File: src/design/assert_macros.svh
// Assertion macros used by periodic_alarm_table_unit.
`ifndef ASSERT_MACROS_SVH
`define ASSERT_MACROS_SVH

// Checks that the consequent holds in the same cycle as the antecedent.
`define ASSERT_IMPLIES(label, ante, cons) \
  label: assert property (@(posedge clk) disable iff (rst) (ante) |-> (cons)) \
    else $error("assertion failed");

// Checks that the consequent holds in the cycle after the antecedent.
`define ASSERT_NEXT(label, ante, cons) \
  label: assert property (@(posedge clk) disable iff (rst) (ante) |=> (cons)) \
    else $error("assertion failed");

`endif

File: src/design/pat_pkg.sv
// ----------------------------------------------------------------------------
// pat_pkg
// Types and constants of the periodic alarm table.
// ----------------------------------------------------------------------------
package pat_pkg;

  localparam int SLOTS_DEFAULT = 32;

  localparam int DUE_W = 48;
  localparam logic [DUE_W-1:0] DUE_MAX = {DUE_W{1'b1}};

  // One day is 675 units of 128 seconds.
  localparam int DAY_SHIFT   = 7;
  localparam int DAY_UNITS   = 675;
  localparam int RECIP_SHIFT = 35;
  localparam logic [25:0] DAY_RECIP = 26'((64'd1 << RECIP_SHIFT) / DAY_UNITS);

  localparam logic [1:0] CMD_TICK  = 2'd0;
  localparam logic [1:0] CMD_ADD   = 2'd1;
  localparam logic [1:0] CMD_CLEAR = 2'd2;

  localparam logic [1:0] RK_FIRED = 2'd0;
  localparam logic [1:0] RK_TICK  = 2'd1;
  localparam logic [1:0] RK_REPLY = 2'd2;

  localparam logic [7:0] KIND_FIRING = 8'd1;

  typedef struct packed {
    logic             valid;
    logic [DUE_W-1:0] due;
    logic [15:0]      reps;
    logic [31:0]      period;
    logic [7:0]       tag;
    logic [7:0]       kind;
  } pat_rec_t;

  typedef struct packed {
    logic fire;
    logic take;
    logic freed;
  } pat_stat_t;

endpackage

File: src/design/pat_if.sv
// ----------------------------------------------------------------------------
// pat_cmd_if / pat_res_if
// Valid/ready channels for commands and results of the alarm table.
// ----------------------------------------------------------------------------
interface pat_cmd_if;
  logic        valid;
  logic        ready;
  logic [1:0]  cmd;
  logic [31:0] now;
  logic [16:0] offset_in_day;
  logic [7:0]  alarm_kind;
  logic [15:0] repeat_count;
  logic [31:0] period;
  logic [7:0]  tag;

  modport source (output valid, cmd, now, offset_in_day, alarm_kind, repeat_count,
                  period, tag, input ready);
  modport sink (input valid, cmd, now, offset_in_day, alarm_kind, repeat_count,
                period, tag, output ready);
endinterface

interface pat_res_if;
  logic        valid;
  logic        ready;
  logic [1:0]  result_kind;
  logic [4:0]  slot;
  logic [7:0]  fired_tag;
  logic [5:0]  total;
  logic        ok;
  logic        last;

  modport source (output valid, result_kind, slot, fired_tag, total, ok, last,
                  input ready);
  modport sink (input valid, result_kind, slot, fired_tag, total, ok, last,
                output ready);
endinterface

File: src/design/pat_cell.sv
// ----------------------------------------------------------------------------
// pat_cell
// One slot record of the rotating table; loads its neighbor's record on shift.
// ----------------------------------------------------------------------------
module pat_cell (
  input  logic             clk,
  input  logic             rst,
  input  logic             shift,
  input  pat_pkg::pat_rec_t rec_in,
  output pat_pkg::pat_rec_t rec
);
  import pat_pkg::*;

  always_ff @(posedge clk) begin
    if (rst) begin
      rec.valid <= 1'b0;
    end else if (shift) begin
      rec <= rec_in;
    end
  end

endmodule

File: src/design/pat_proc.sv
// ----------------------------------------------------------------------------
// pat_proc
// Update logic applied to the record leaving the head of the ring.
// ----------------------------------------------------------------------------
module pat_proc (
  input  logic [1:0]         op,
  input  logic [31:0]        now,
  input  logic [7:0]         tag,
  input  logic               found,
  input  pat_pkg::pat_rec_t  new_rec,
  input  pat_pkg::pat_rec_t  head,
  output pat_pkg::pat_rec_t  rec_out,
  output pat_pkg::pat_stat_t stat
);
  import pat_pkg::*;

  logic [DUE_W:0] sum;

  assign sum = {1'b0, head.due} + {{(DUE_W-31){1'b0}}, head.period};

  always_comb begin
    stat.fire  = (op == CMD_TICK) && head.valid && (head.kind == KIND_FIRING) &&
                 (head.reps != 16'd0) && ({16'd0, now} > head.due);
    stat.take  = (op == CMD_ADD) && !found && !head.valid;
    stat.freed = (op == CMD_CLEAR) && head.valid && (head.tag == tag);
    rec_out = head;
    if (stat.fire) begin
      rec_out.reps = head.reps - 16'd1;
      rec_out.due  = sum[DUE_W] ? DUE_MAX : sum[DUE_W-1:0];
    end
    if (stat.take) begin
      rec_out = new_rec;
    end
    if (stat.freed) begin
      rec_out.valid = 1'b0;
    end
  end

endmodule

File: src/design/periodic_alarm_table_unit.sv
// ----------------------------------------------------------------------------
// periodic_alarm_table_unit
// Table of repeating alarms held in a rotating chain of slot cells.
// ----------------------------------------------------------------------------
// The alarm records live in a ring of SLOTS cells that rotates by one place per
// cycle while a command is being worked on, except while a fired result waits
// for the output register. Each record passes the update logic at the head of
// the ring once per command, so every command takes one full revolution; an add
// first passes S_DIV1 and S_DIV2, which round the time down to a whole day. A
// tick gives one fired transaction per alarm that fires, in slot order, then a
// tick-finished transaction; an add or a clear gives one reply. Commands are
// taken one at a time. A command with the unused code 3 is accepted and dropped.
// ----------------------------------------------------------------------------
`include "assert_macros.svh"

module periodic_alarm_table_unit #(
  parameter int SLOTS = pat_pkg::SLOTS_DEFAULT
) (
  input logic clk,
  input logic rst,
  pat_cmd_if.sink   requests,
  pat_res_if.source results
);
  import pat_pkg::*;

  localparam int IDXW = $clog2(SLOTS);
  localparam int CNTW = $clog2(SLOTS + 1);

  typedef enum logic [4:0] {
    S_IDLE = 5'b00001,
    S_DIV1 = 5'b00010,
    S_DIV2 = 5'b00100,
    S_SCAN = 5'b01000,
    S_DONE = 5'b10000
  } state_t;

  state_t state;

  // Latched command.
  logic [1:0]  op;
  logic [31:0] now_q;
  logic [16:0] offs_q;
  logic [7:0]  kind_q;
  logic [15:0] reps_q;
  logic [31:0] per_q;
  logic [7:0]  tag_q;

  // Day rounding: the time in 128 s units is divided by 675 through a
  // reciprocal multiply and one correction step.
  logic [50:0] prod;
  logic [31:0] base;
  logic [15:0] quo;
  logic [25:0] day_units;
  logic [25:0] rem;
  logic [25:0] floor_units;

  // Scan bookkeeping.
  logic [IDXW-1:0] cnt;
  logic [CNTW-1:0] n;
  logic            found;
  logic [IDXW-1:0] found_idx;

  pat_rec_t  recs [SLOTS];
  pat_rec_t  proc_out;
  pat_rec_t  new_rec;
  pat_stat_t stat;
  logic      shift;

  // Output register.
  logic       out_valid;
  logic [1:0] out_kind;
  logic [4:0] out_slot;
  logic [7:0] out_tag;
  logic [5:0] out_total;
  logic       out_ok;
  logic       out_last;
  logic       can_load;

  logic [IDXW+4:0] cnt_ext;
  logic [IDXW+4:0] found_ext;
  logic [CNTW+5:0] n_ext;

  assign quo         = prod[50:RECIP_SHIFT];
  assign day_units   = 26'({10'd0, quo} * 10'(DAY_UNITS));
  assign rem         = {1'b0, now_q[31:DAY_SHIFT]} - day_units;
  assign floor_units = (rem >= 26'(DAY_UNITS)) ? day_units + 26'(DAY_UNITS) : day_units;

  assign new_rec.valid  = 1'b1;
  assign new_rec.due    = {16'd0, base} + {31'd0, offs_q};
  assign new_rec.reps   = reps_q;
  assign new_rec.period = per_q;
  assign new_rec.tag    = tag_q;
  assign new_rec.kind   = kind_q;

  assign can_load = !out_valid || results.ready;
  // The ring holds still while a fired result waits for the output register.
  assign shift    = (state == S_SCAN) && (!stat.fire || can_load);

  assign requests.ready = (state == S_IDLE);

  pat_proc u_proc (
    .op      (op),
    .now     (now_q),
    .tag     (tag_q),
    .found   (found),
    .new_rec (new_rec),
    .head    (recs[0]),
    .rec_out (proc_out),
    .stat    (stat)
  );

  // The record at the head is updated and re-enters at the tail, so after one
  // revolution every slot is back in its own cell.
  for (genvar i = 0; i < SLOTS; i++) begin : g_cell
    if (i == SLOTS - 1) begin : g_tail
      pat_cell u_cell (.clk(clk), .rst(rst), .shift(shift), .rec_in(proc_out),
                       .rec(recs[i]));
    end else begin : g_body
      pat_cell u_cell (.clk(clk), .rst(rst), .shift(shift), .rec_in(recs[i+1]),
                       .rec(recs[i]));
    end
  end

  assign cnt_ext   = {5'd0, cnt};
  assign found_ext = {5'd0, found_idx};
  assign n_ext     = {6'd0, n};

  always_ff @(posedge clk) begin
    if (requests.valid && requests.ready) begin
      op     <= requests.cmd;
      now_q  <= requests.now;
      offs_q <= requests.offset_in_day;
      kind_q <= requests.alarm_kind;
      reps_q <= requests.repeat_count;
      per_q  <= requests.period;
      tag_q  <= requests.tag;
    end
    if (state == S_DIV1) begin
      prod <= {1'b0, now_q[31:DAY_SHIFT]} * DAY_RECIP;
    end
    if (state == S_DIV2) begin
      base <= {floor_units[24:0], {DAY_SHIFT{1'b0}}};
    end
    if (shift && stat.take) begin
      found_idx <= cnt;
    end
  end

  always_ff @(posedge clk) begin
    if (rst) begin
      state     <= S_IDLE;
      cnt       <= '0;
      n         <= '0;
      found     <= 1'b0;
      out_valid <= 1'b0;
    end else begin
      if (results.ready) begin
        out_valid <= 1'b0;
      end
      case (state)
        S_IDLE: begin
          cnt   <= '0;
          n     <= '0;
          found <= 1'b0;
          if (requests.valid) begin
            case (requests.cmd)
              CMD_TICK:  state <= S_SCAN;
              CMD_ADD:   state <= S_DIV1;
              CMD_CLEAR: state <= S_SCAN;
              default:   state <= S_IDLE;
            endcase
          end
        end
        S_DIV1: state <= S_DIV2;
        S_DIV2: state <= S_SCAN;
        S_SCAN: begin
          if (shift) begin
            cnt <= cnt + 1'b1;
            if (stat.fire || stat.freed) begin
              n <= n + 1'b1;
            end
            if (stat.take) begin
              found <= 1'b1;
            end
            if (cnt == IDXW'(SLOTS - 1)) begin
              state <= S_DONE;
            end
          end
          if (stat.fire && can_load) begin
            out_valid <= 1'b1;
            out_kind  <= RK_FIRED;
            out_slot  <= cnt_ext[4:0];
            out_tag   <= recs[0].tag;
            out_total <= 6'd0;
            out_ok    <= 1'b0;
            out_last  <= 1'b0;
          end
        end
        S_DONE: begin
          if (can_load) begin
            out_valid <= 1'b1;
            out_tag   <= 8'd0;
            out_last  <= 1'b1;
            out_total <= (op == CMD_ADD) ? 6'd0 : n_ext[5:0];
            out_kind  <= (op == CMD_TICK) ? RK_TICK : RK_REPLY;
            out_ok    <= (op == CMD_ADD) && found;
            out_slot  <= ((op == CMD_ADD) && found) ? found_ext[4:0] : 5'd0;
            state     <= S_IDLE;
          end
        end
        default: state <= S_IDLE;
      endcase
    end
  end

  assign results.valid       = out_valid;
  assign results.result_kind = out_kind;
  assign results.slot        = out_slot;
  assign results.fired_tag   = out_tag;
  assign results.total       = out_total;
  assign results.ok          = out_ok;
  assign results.last        = out_last;

  `ASSERT_IMPLIES(a_count_bound, state == S_SCAN, n <= CNTW'(SLOTS))
  `ASSERT_NEXT(a_done_to_idle, (state == S_DONE) && can_load, state == S_IDLE)
  `ASSERT_IMPLIES(a_only_one_action, state == S_SCAN, $onehot0(stat))
  `ASSERT_NEXT(a_fire_loads, (state == S_SCAN) && stat.fire && can_load, out_valid)

endmodule

File: src/flat_wrapper.sv
// flat-port wrapper written by rule: the top's interface ports become plain ports
module periodic_alarm_table_unit_flat import pat_pkg::*;
#(
  parameter int SLOTS = pat_pkg::SLOTS_DEFAULT
)
  (clk, rst, requests_valid, requests_cmd, requests_now, requests_offset_in_day, requests_alarm_kind, requests_repeat_count, requests_period, requests_tag, requests_ready, results_valid, results_result_kind, results_slot, results_fired_tag, results_total, results_ok, results_last, results_ready);
  pat_cmd_if requests_i ();
  pat_res_if results_i ();
  input logic clk;
  input logic rst;
  input wire logic [$bits(requests_i.valid)-1:0] requests_valid;
  input wire logic [$bits(requests_i.cmd)-1:0] requests_cmd;
  input wire logic [$bits(requests_i.now)-1:0] requests_now;
  input wire logic [$bits(requests_i.offset_in_day)-1:0] requests_offset_in_day;
  input wire logic [$bits(requests_i.alarm_kind)-1:0] requests_alarm_kind;
  input wire logic [$bits(requests_i.repeat_count)-1:0] requests_repeat_count;
  input wire logic [$bits(requests_i.period)-1:0] requests_period;
  input wire logic [$bits(requests_i.tag)-1:0] requests_tag;
  output wire logic [$bits(requests_i.ready)-1:0] requests_ready;
  output wire logic [$bits(results_i.valid)-1:0] results_valid;
  output wire logic [$bits(results_i.result_kind)-1:0] results_result_kind;
  output wire logic [$bits(results_i.slot)-1:0] results_slot;
  output wire logic [$bits(results_i.fired_tag)-1:0] results_fired_tag;
  output wire logic [$bits(results_i.total)-1:0] results_total;
  output wire logic [$bits(results_i.ok)-1:0] results_ok;
  output wire logic [$bits(results_i.last)-1:0] results_last;
  input wire logic [$bits(results_i.ready)-1:0] results_ready;
  assign requests_i.valid = requests_valid;
  assign requests_i.cmd = requests_cmd;
  assign requests_i.now = requests_now;
  assign requests_i.offset_in_day = requests_offset_in_day;
  assign requests_i.alarm_kind = requests_alarm_kind;
  assign requests_i.repeat_count = requests_repeat_count;
  assign requests_i.period = requests_period;
  assign requests_i.tag = requests_tag;
  assign requests_ready = requests_i.ready;
  assign results_valid = results_i.valid;
  assign results_result_kind = results_i.result_kind;
  assign results_slot = results_i.slot;
  assign results_fired_tag = results_i.fired_tag;
  assign results_total = results_i.total;
  assign results_ok = results_i.ok;
  assign results_last = results_i.last;
  assign results_i.ready = results_ready;
  periodic_alarm_table_unit #(.SLOTS(SLOTS)) u_core (.clk(clk), .rst(rst), .requests(requests_i), .results(results_i));
endmodule
File: config.mk
export PLATFORM = sky130hd
export DESIGN_NAME = periodic_alarm_table_unit_flat
export DESIGN_NICKNAME = d
export VERILOG_FILES = /design/src/design/pat_pkg.sv /design/src/design/pat_if.sv /design/src/design/pat_cell.sv /design/src/design/pat_proc.sv /design/src/design/periodic_alarm_table_unit.sv /design/src/flat_wrapper.sv
export VERILOG_INCLUDE_DIRS = /design/src /design/src/design
export SDC_FILE = /design/constraint.sdc
export NUM_CORES = 2
export LEC_CHECK = 0
export ABC_AREA = 0
export BUFFER_PORTS_ARGS = -buffer_cell sky130_fd_sc_hd__buf_2
export CORE_UTILIZATION = 50
export CTS_BUF_LIST = sky130_fd_sc_hd__clkbuf_8
export DETAILED_ROUTE_END_ITERATION = 7
export PLACE_DENSITY = 0.66
export SLEW_MARGIN = 20
export SYNTH_ARGS = -nofsm -noshare
export SYNTH_HDL_FRONTEND = slang
export SYNTH_SLANG_ARGS = --single-unit
File: constraint.sdc
create_clock -name clk -period 166.3 [get_ports clk]
set_input_delay 16.63 -clock clk [delete_from_list [all_inputs] [get_ports clk]]
set_output_delay 16.63 -clock clk [all_outputs]
set_load 0.1 [all_outputs]
* Word-level counts from Yosys, hierarchy flattened
Cells that the tools add are included.
** Storage, ports and cells
- Register bits :: 3851
- Word-level logic and storage cells :: 319
- Input port bits :: 119
** Cells by class
- Equality and inequality tests :: 19
- $mul :: 2
- Reduce and logical (&&, ||, !) cells :: 32
- Bitwise logic cells :: 1
- Order comparisons :: 2
- Mux-type cells :: 43
- $add $sub $neg :: 7
** Operator list (count)
- two-way mux 113 bit :: 1
- two-way mux 64 bit :: 1
- adder 48 x 32 -> 49 bit :: 1
- multiplier 25 x 24 -> 49 bit (second input constant) :: 1
- greater-than comparator 32 x 48 -> 1 bit :: 1
- two-way mux 48 bit :: 1
- two-way mux 5 bit :: 8
- adder 32 x 17 -> 33 bit :: 1
- two-way mux 6 bit :: 5
- greater-or-equal comparator 26 x 10 -> 1 bit (second input constant) :: 1
- multiplier 16 x 10 -> 26 bit (second input constant) :: 1
- subtractor 25 x 26 -> 26 bit :: 1
- adder 25 x 10 -> 25 bit (second input constant) :: 1
- two-way mux 25 bit :: 1
- case mux 5 bit (5 select lines) :: 1
- case mux 6 bit (2 select lines) :: 2
- case mux 5 bit (2 select lines) :: 2
- two-way mux 8 bit :: 2
- case mux 8 bit (2 select lines) :: 1
- nonzero test 16 bit :: 1
- subtractor 16 x 1 -> 16 bit (second input constant) :: 1
- logical AND 1 bit :: 13
- equality test 5 bit (second input constant) :: 2
- two-way mux 1 bit :: 9
- other kinds (25) :: 47

* Logic depth before layout (Yosys ltp)
- Word-level depth :: 10
- Mapped depth :: 31
- Depth with buffers taken out :: 30

* By module
A second synthesis with hierarchy kept.
** Unflattened totals
- Cell total of the unflattened synthesis :: 6321
- Area, all modules :: 134107.4 um^2
** By module, submodules not included
- pat_cell :: cells each 116, area each 3403.3 um^2, times used 32
- periodic_alarm_table_unit :: cells each 1840, area each 20656.1 um^2, times used 1
- pat_proc :: cells each 769, area each 4546.9 um^2, times used 1

* Worst setup path after synthesis
Ideal clock, no wire load.
- Path kind :: in2reg
- Start point :: in results_ready
- End point :: reg u_core.g_cell[0].g_body.u_cell.rec[0] (netlist bit), enable pin
- Buffers on the path :: 2
- Slack :: -6.642 ns
- Data required time :: 158.618 ns
- Cell stages on the path :: 5
- Arrival time :: 165.260 ns
- Cells stage by stage :: nor2b_1 -> clkbuf_1 -> a21o_1 -> clkbuf_1 -> nor2_1
** Between the ends
- Longest elaborated chain between the ends :: 4
** Ends and longest elaborated chain
- start, declared :: line flat_wrapper.sv:27 : input wire logic [$bits(results_i.ready)-1:0] results_ready;
- logical OR 1 bit :: line periodic_alarm_table_unit.sv:95 : assign can_load = !out_valid || results.ready;
- logical OR 1 bit :: line periodic_alarm_table_unit.sv:97 : assign shift = (state == S_SCAN) && (!stat.fire || can_load);
- logical AND 1 bit :: line periodic_alarm_table_unit.sv:97
- AND reduction 2 bit (no source line)
- end signal, assigned :: line pat_cell.sv:18 : rec <= rec_in;
- end, declared :: line pat_cell.sv:10 : output pat_pkg::pat_rec_t rec
No other way between the ends.
A chain may end at the register's enable or synchronous reset.

* Final worst setup path
- Start point :: in results_ready
- End point :: reg u_core.g_cell[2].g_body.u_cell.rec[69] (netlist bit), enable pin
** Between the ends
- Longest elaborated chain between the ends :: 4
** Ends and longest elaborated chain (line)
- logical OR 1 bit :: periodic_alarm_table_unit.sv:95
- logical OR 1 bit :: periodic_alarm_table_unit.sv:97
- logical AND 1 bit :: periodic_alarm_table_unit.sv:97
- AND reduction 2 bit (no source line)
- end signal, assigned :: pat_cell.sv:18
- end, declared :: pat_cell.sv:10
No other way between the ends.

==> metrics <==
Layout area overhead=12.3%; die height=518 um; hold path depth=0; H-tree lvl count=6; crit path buf inv count=9; Fill cells=a little under 20k; Setup Skew=a little under 0.1 ns; placed inst area=around 140000 um^2; Core Rows=189; initial antenna violation count=8; failing checks=DRC; CTS Buf Count=between 500 and 600; Tmin final=22.64 ns; Leak=51.7 nW; Hold Startpoint=u_core.g_cell[9].g_body.u_cell.rec[95]; area leader, netlist=edfxtp_1; post-synth cell types=84; Seq pwr share=0.433; Top FF cell, synth=edfxtp_1; Worst-Skew Late Latency=1.14 ns; postcts setup bufs=0; worst ir drop on vdd=between 0.02 and 0.03 mV; GR Util All Layers=0.154; Crit Path Category=input port to flop; Max clock buf depth=4; WP depth=12; Nets=between 7k and 8k; Seq cells post-synth=3818; Net Sw Frac=0.311; pin count of the biggest net entering global routing=222; Die X=518 um; RR Startpoint=u_core.g_cell[0].g_body.u_cell.rec[65]; via count=roughly 55k; CP Data Arrival Time=23.35 ns; post-route ant nets=0; PortBufs=about 140; DR iter-0 viols=4689; Cell Int Power=1.80 mW; Slew @ Worst Pin=1.12 ns; via/cell ratio=5.01; core area=265000 um^2; CP delay by family, top=buffers and inverters; Post-CTS Resized=0; HPWL Detailed=116000 um; Hold Fails Final Rpt=0; post-synth net total=7001; CP required=167.01 ns; Rel. slew slack=0.250; layout cell share with drive strength beyond 1=0.131; PwrDens=~17 nW/um^2; most frequent cells after synthesis=edfxtp_1, ha_1, inv_1; worst reg2reg path depth=20; Hold Path Class=flop to flop; Yosys top cell area share=0.849; final max-slew violation count=0; leading post-synthesis cells by cell area=edfxtp_1, ha_1, fa_1; CP max FO=208; GR Overflow Total=0; final setup violation count=0; most frequent cell after synthesis=edfxtp_1; total wire length=207000 um; Comb power frac=0.297; hold endpoint=u_core.g_cell[8].g_body.u_cell.rec[95]; RSZ-0062 raised after global routing=false; CTS sink cnt=~3.8k; max-cap violation count=0; Worst path slowest cell=buf_4; Finished Cell Area=between 100000 and 150000 um^2; CP peak stage delay=~0.94 ns; Worst Setup End Kind=flop; CP startpoint kind=input port; YS warnings=0; R2R Path End=u_core.g_cell[2].g_body.u_cell.rec[69]; Pwr Total=about 2.6 mW; vias in the first global route=55.2k; 1st-pass router iterations=8; crit-path cells=buf_2 -> nor2b_1 -> a21o_1 -> buf_4 -> nor2_4 -> buf_4 -> buf_12 -> buf_12 -> buf_4 -> buf_4 -> buf_12 -> buf_4; status=finished, violations left; Reg2Reg Setup Slack=about 160 ns; gpl congestion=0.816; initial core utilization=0.502; Fmax=roughly 44 MHz; Clk pwr share=0.271; FFs w/ async S/R, synth=0; root buffer cell=clkbuf_8; cell mode on critical path=buf_4; first-pass GRT wire length=~320000 um; register area share after synthesis=0.857; Post-synth EDFFs=approximately 3.8k; DRC=22; sw power=0.811 mW; average size of a mapped cell=21.4 um^2; IO Pins=144; final core utilization=0.564; Die ar.=268000 um^2; Final Cycle Share=0.136; Wirelength per Cell=18.9 um; cts hold-fix bufs=0; clock-pin slew on the worst setup and hold paths=0.06 ns; Mapped Cells=6210; setup TNS=0 ns; cell area after synthesis=approximately 130000 um^2; CTS tree=done
## worst max-delay path by stage
stage,start,endpoint,slack (ns)
final,results_ready,u_core.g_cell[2].g_body.u_cell.rec[69],143.66
after global routing,results_ready,u_core.g_cell[21].g_body.u_cell.rec[66],143.19
after CTS,results_ready,u_core.g_cell[16].g_body.u_cell.rec[39],143.71
after detailed placement,results_ready,u_core.g_cell[17].g_body.u_cell.rec[39],142.35
after global placement,results_ready,u_core.g_cell[19].g_body.u_cell.rec[35],142.65
after floorplan,results_ready,u_core.g_cell[0].g_body.u_cell.rec[0],54.40
## stage by stage
step           setup WS (ns)  instances  hold slack (ns)
3_5_place_dp          142.35       9907            0.405
3_3_place_gp          142.65       9907            0.400
5_1_grt               143.19      10900            0.376
6_report              143.66      10900            0.369
4_1_cts               143.71      10900            0.364
2_1_floorplan          54.40       6210            0.400
## cell type report
class,count,area (um^2),share of cell area
sequential,3818,114000,0.763
multi-input combinational,1988,17600,0.118
clock buffer,591,8130,0.0544
tap,3533,4420,0.0296
clock inverter,440,2510,0.0168
timing repair buffer,214,1390,0.00926
inverter,354,1330,0.00889
antenna,9,22.5,0.000151
## kinds of logic (layout without fill, tap and decap cells)
family	count (synthesis)	in the layout	share of synthesized area
AOI/OAI and AO/OA	437	437	0.0209
xor gates and xnor gates	150	150	0.0101
adders and majority gates	681	681	0.0743
buffers and inverters	404	1599	0.0115
DFF	3818	3818	0.857
muxes	34	34	0.00259
other	0	9	0
and+or+nand+nor	686	686	0.0237
## state kept, by name, indices dropped and copies added (netlist names)
register	flops
u_core.g_cell.g_body.u_cell.rec	3503
u_core.g_cell.g_tail.u_cell.rec	113
u_core.now_q	32
u_core.per_q	32
u_core.base	25
u_core.offs_q	17
u_core.prod	16
u_core.reps_q	16
u_core.kind_q	8
u_core.results.fired_tag	8
u_core.tag_q	8
u_core.n	6
u_core.results.total	6
u_core.cnt	5
u_core.found_idx	5
u_core.results.slot	5
u_core.state	5
u_core.op	2
u_core.results.result_kind	2
u_core.found	1
u_core.results.last	1
u_core.results.ok	1
u_core.results.valid	1
## cells in the final DEF (no fill, tap or decap), types with 16 or more instances in the layout
master,Yosys,final
nor2_1,128,127
o21a_1,19,19
clkinv_2,0,57
xor2_1,56,56
clkbuf_8,0,591
nand4_1,16,16
and2_1,30,29
xnor2_1,91,91
ha_1,487,487
o21ai_0,87,87
nand3_1,22,22
inv_12,0,17
edfxtp_1,3768,3768
nor2b_1,17,17
clkinv_1,1,133
dfxtp_1,50,50
fa_1,185,185
inv_1,353,534
nand2b_1,20,20
buf_2,1,143
a21oi_1,153,152
mux2i_1,30,30
or3_1,20,19
nand2_1,314,314
buf_4,2,58
nor3_1,50,46
a21o_1,64,64
## power groups by stage
stage          logic [mW]  registers, mW  clock network (mW)
2_1_floorplan       0.593           1.28                   0
3_3_place_gp        0.751           1.15                   0
3_5_place_dp        0.770           1.15                   0
4_1_cts             0.781           1.13               0.734
5_1_grt             0.886           1.13               0.775
6_report            0.774           1.13               0.705
## layer usage
| layer | share of wire | vias up | track usage | wire length (um) |
|---|---|---|---|---|
| met5 | 0.000039 | - | 0 | 8 |
| met4 | 0.031 | 2 | 0.0591 | 6440 |
| met3 | 0.051 | 418 | 0.0318 | 10500 |
| met2 | 0.44 | 1288 | 0.219 | 90000 |
| met1 | 0.48 | 27800 | 0.234 | 99600 |
| li1 | - | 25400 | - | - |
No activity file was read; power rests on OpenSTA's default activity.
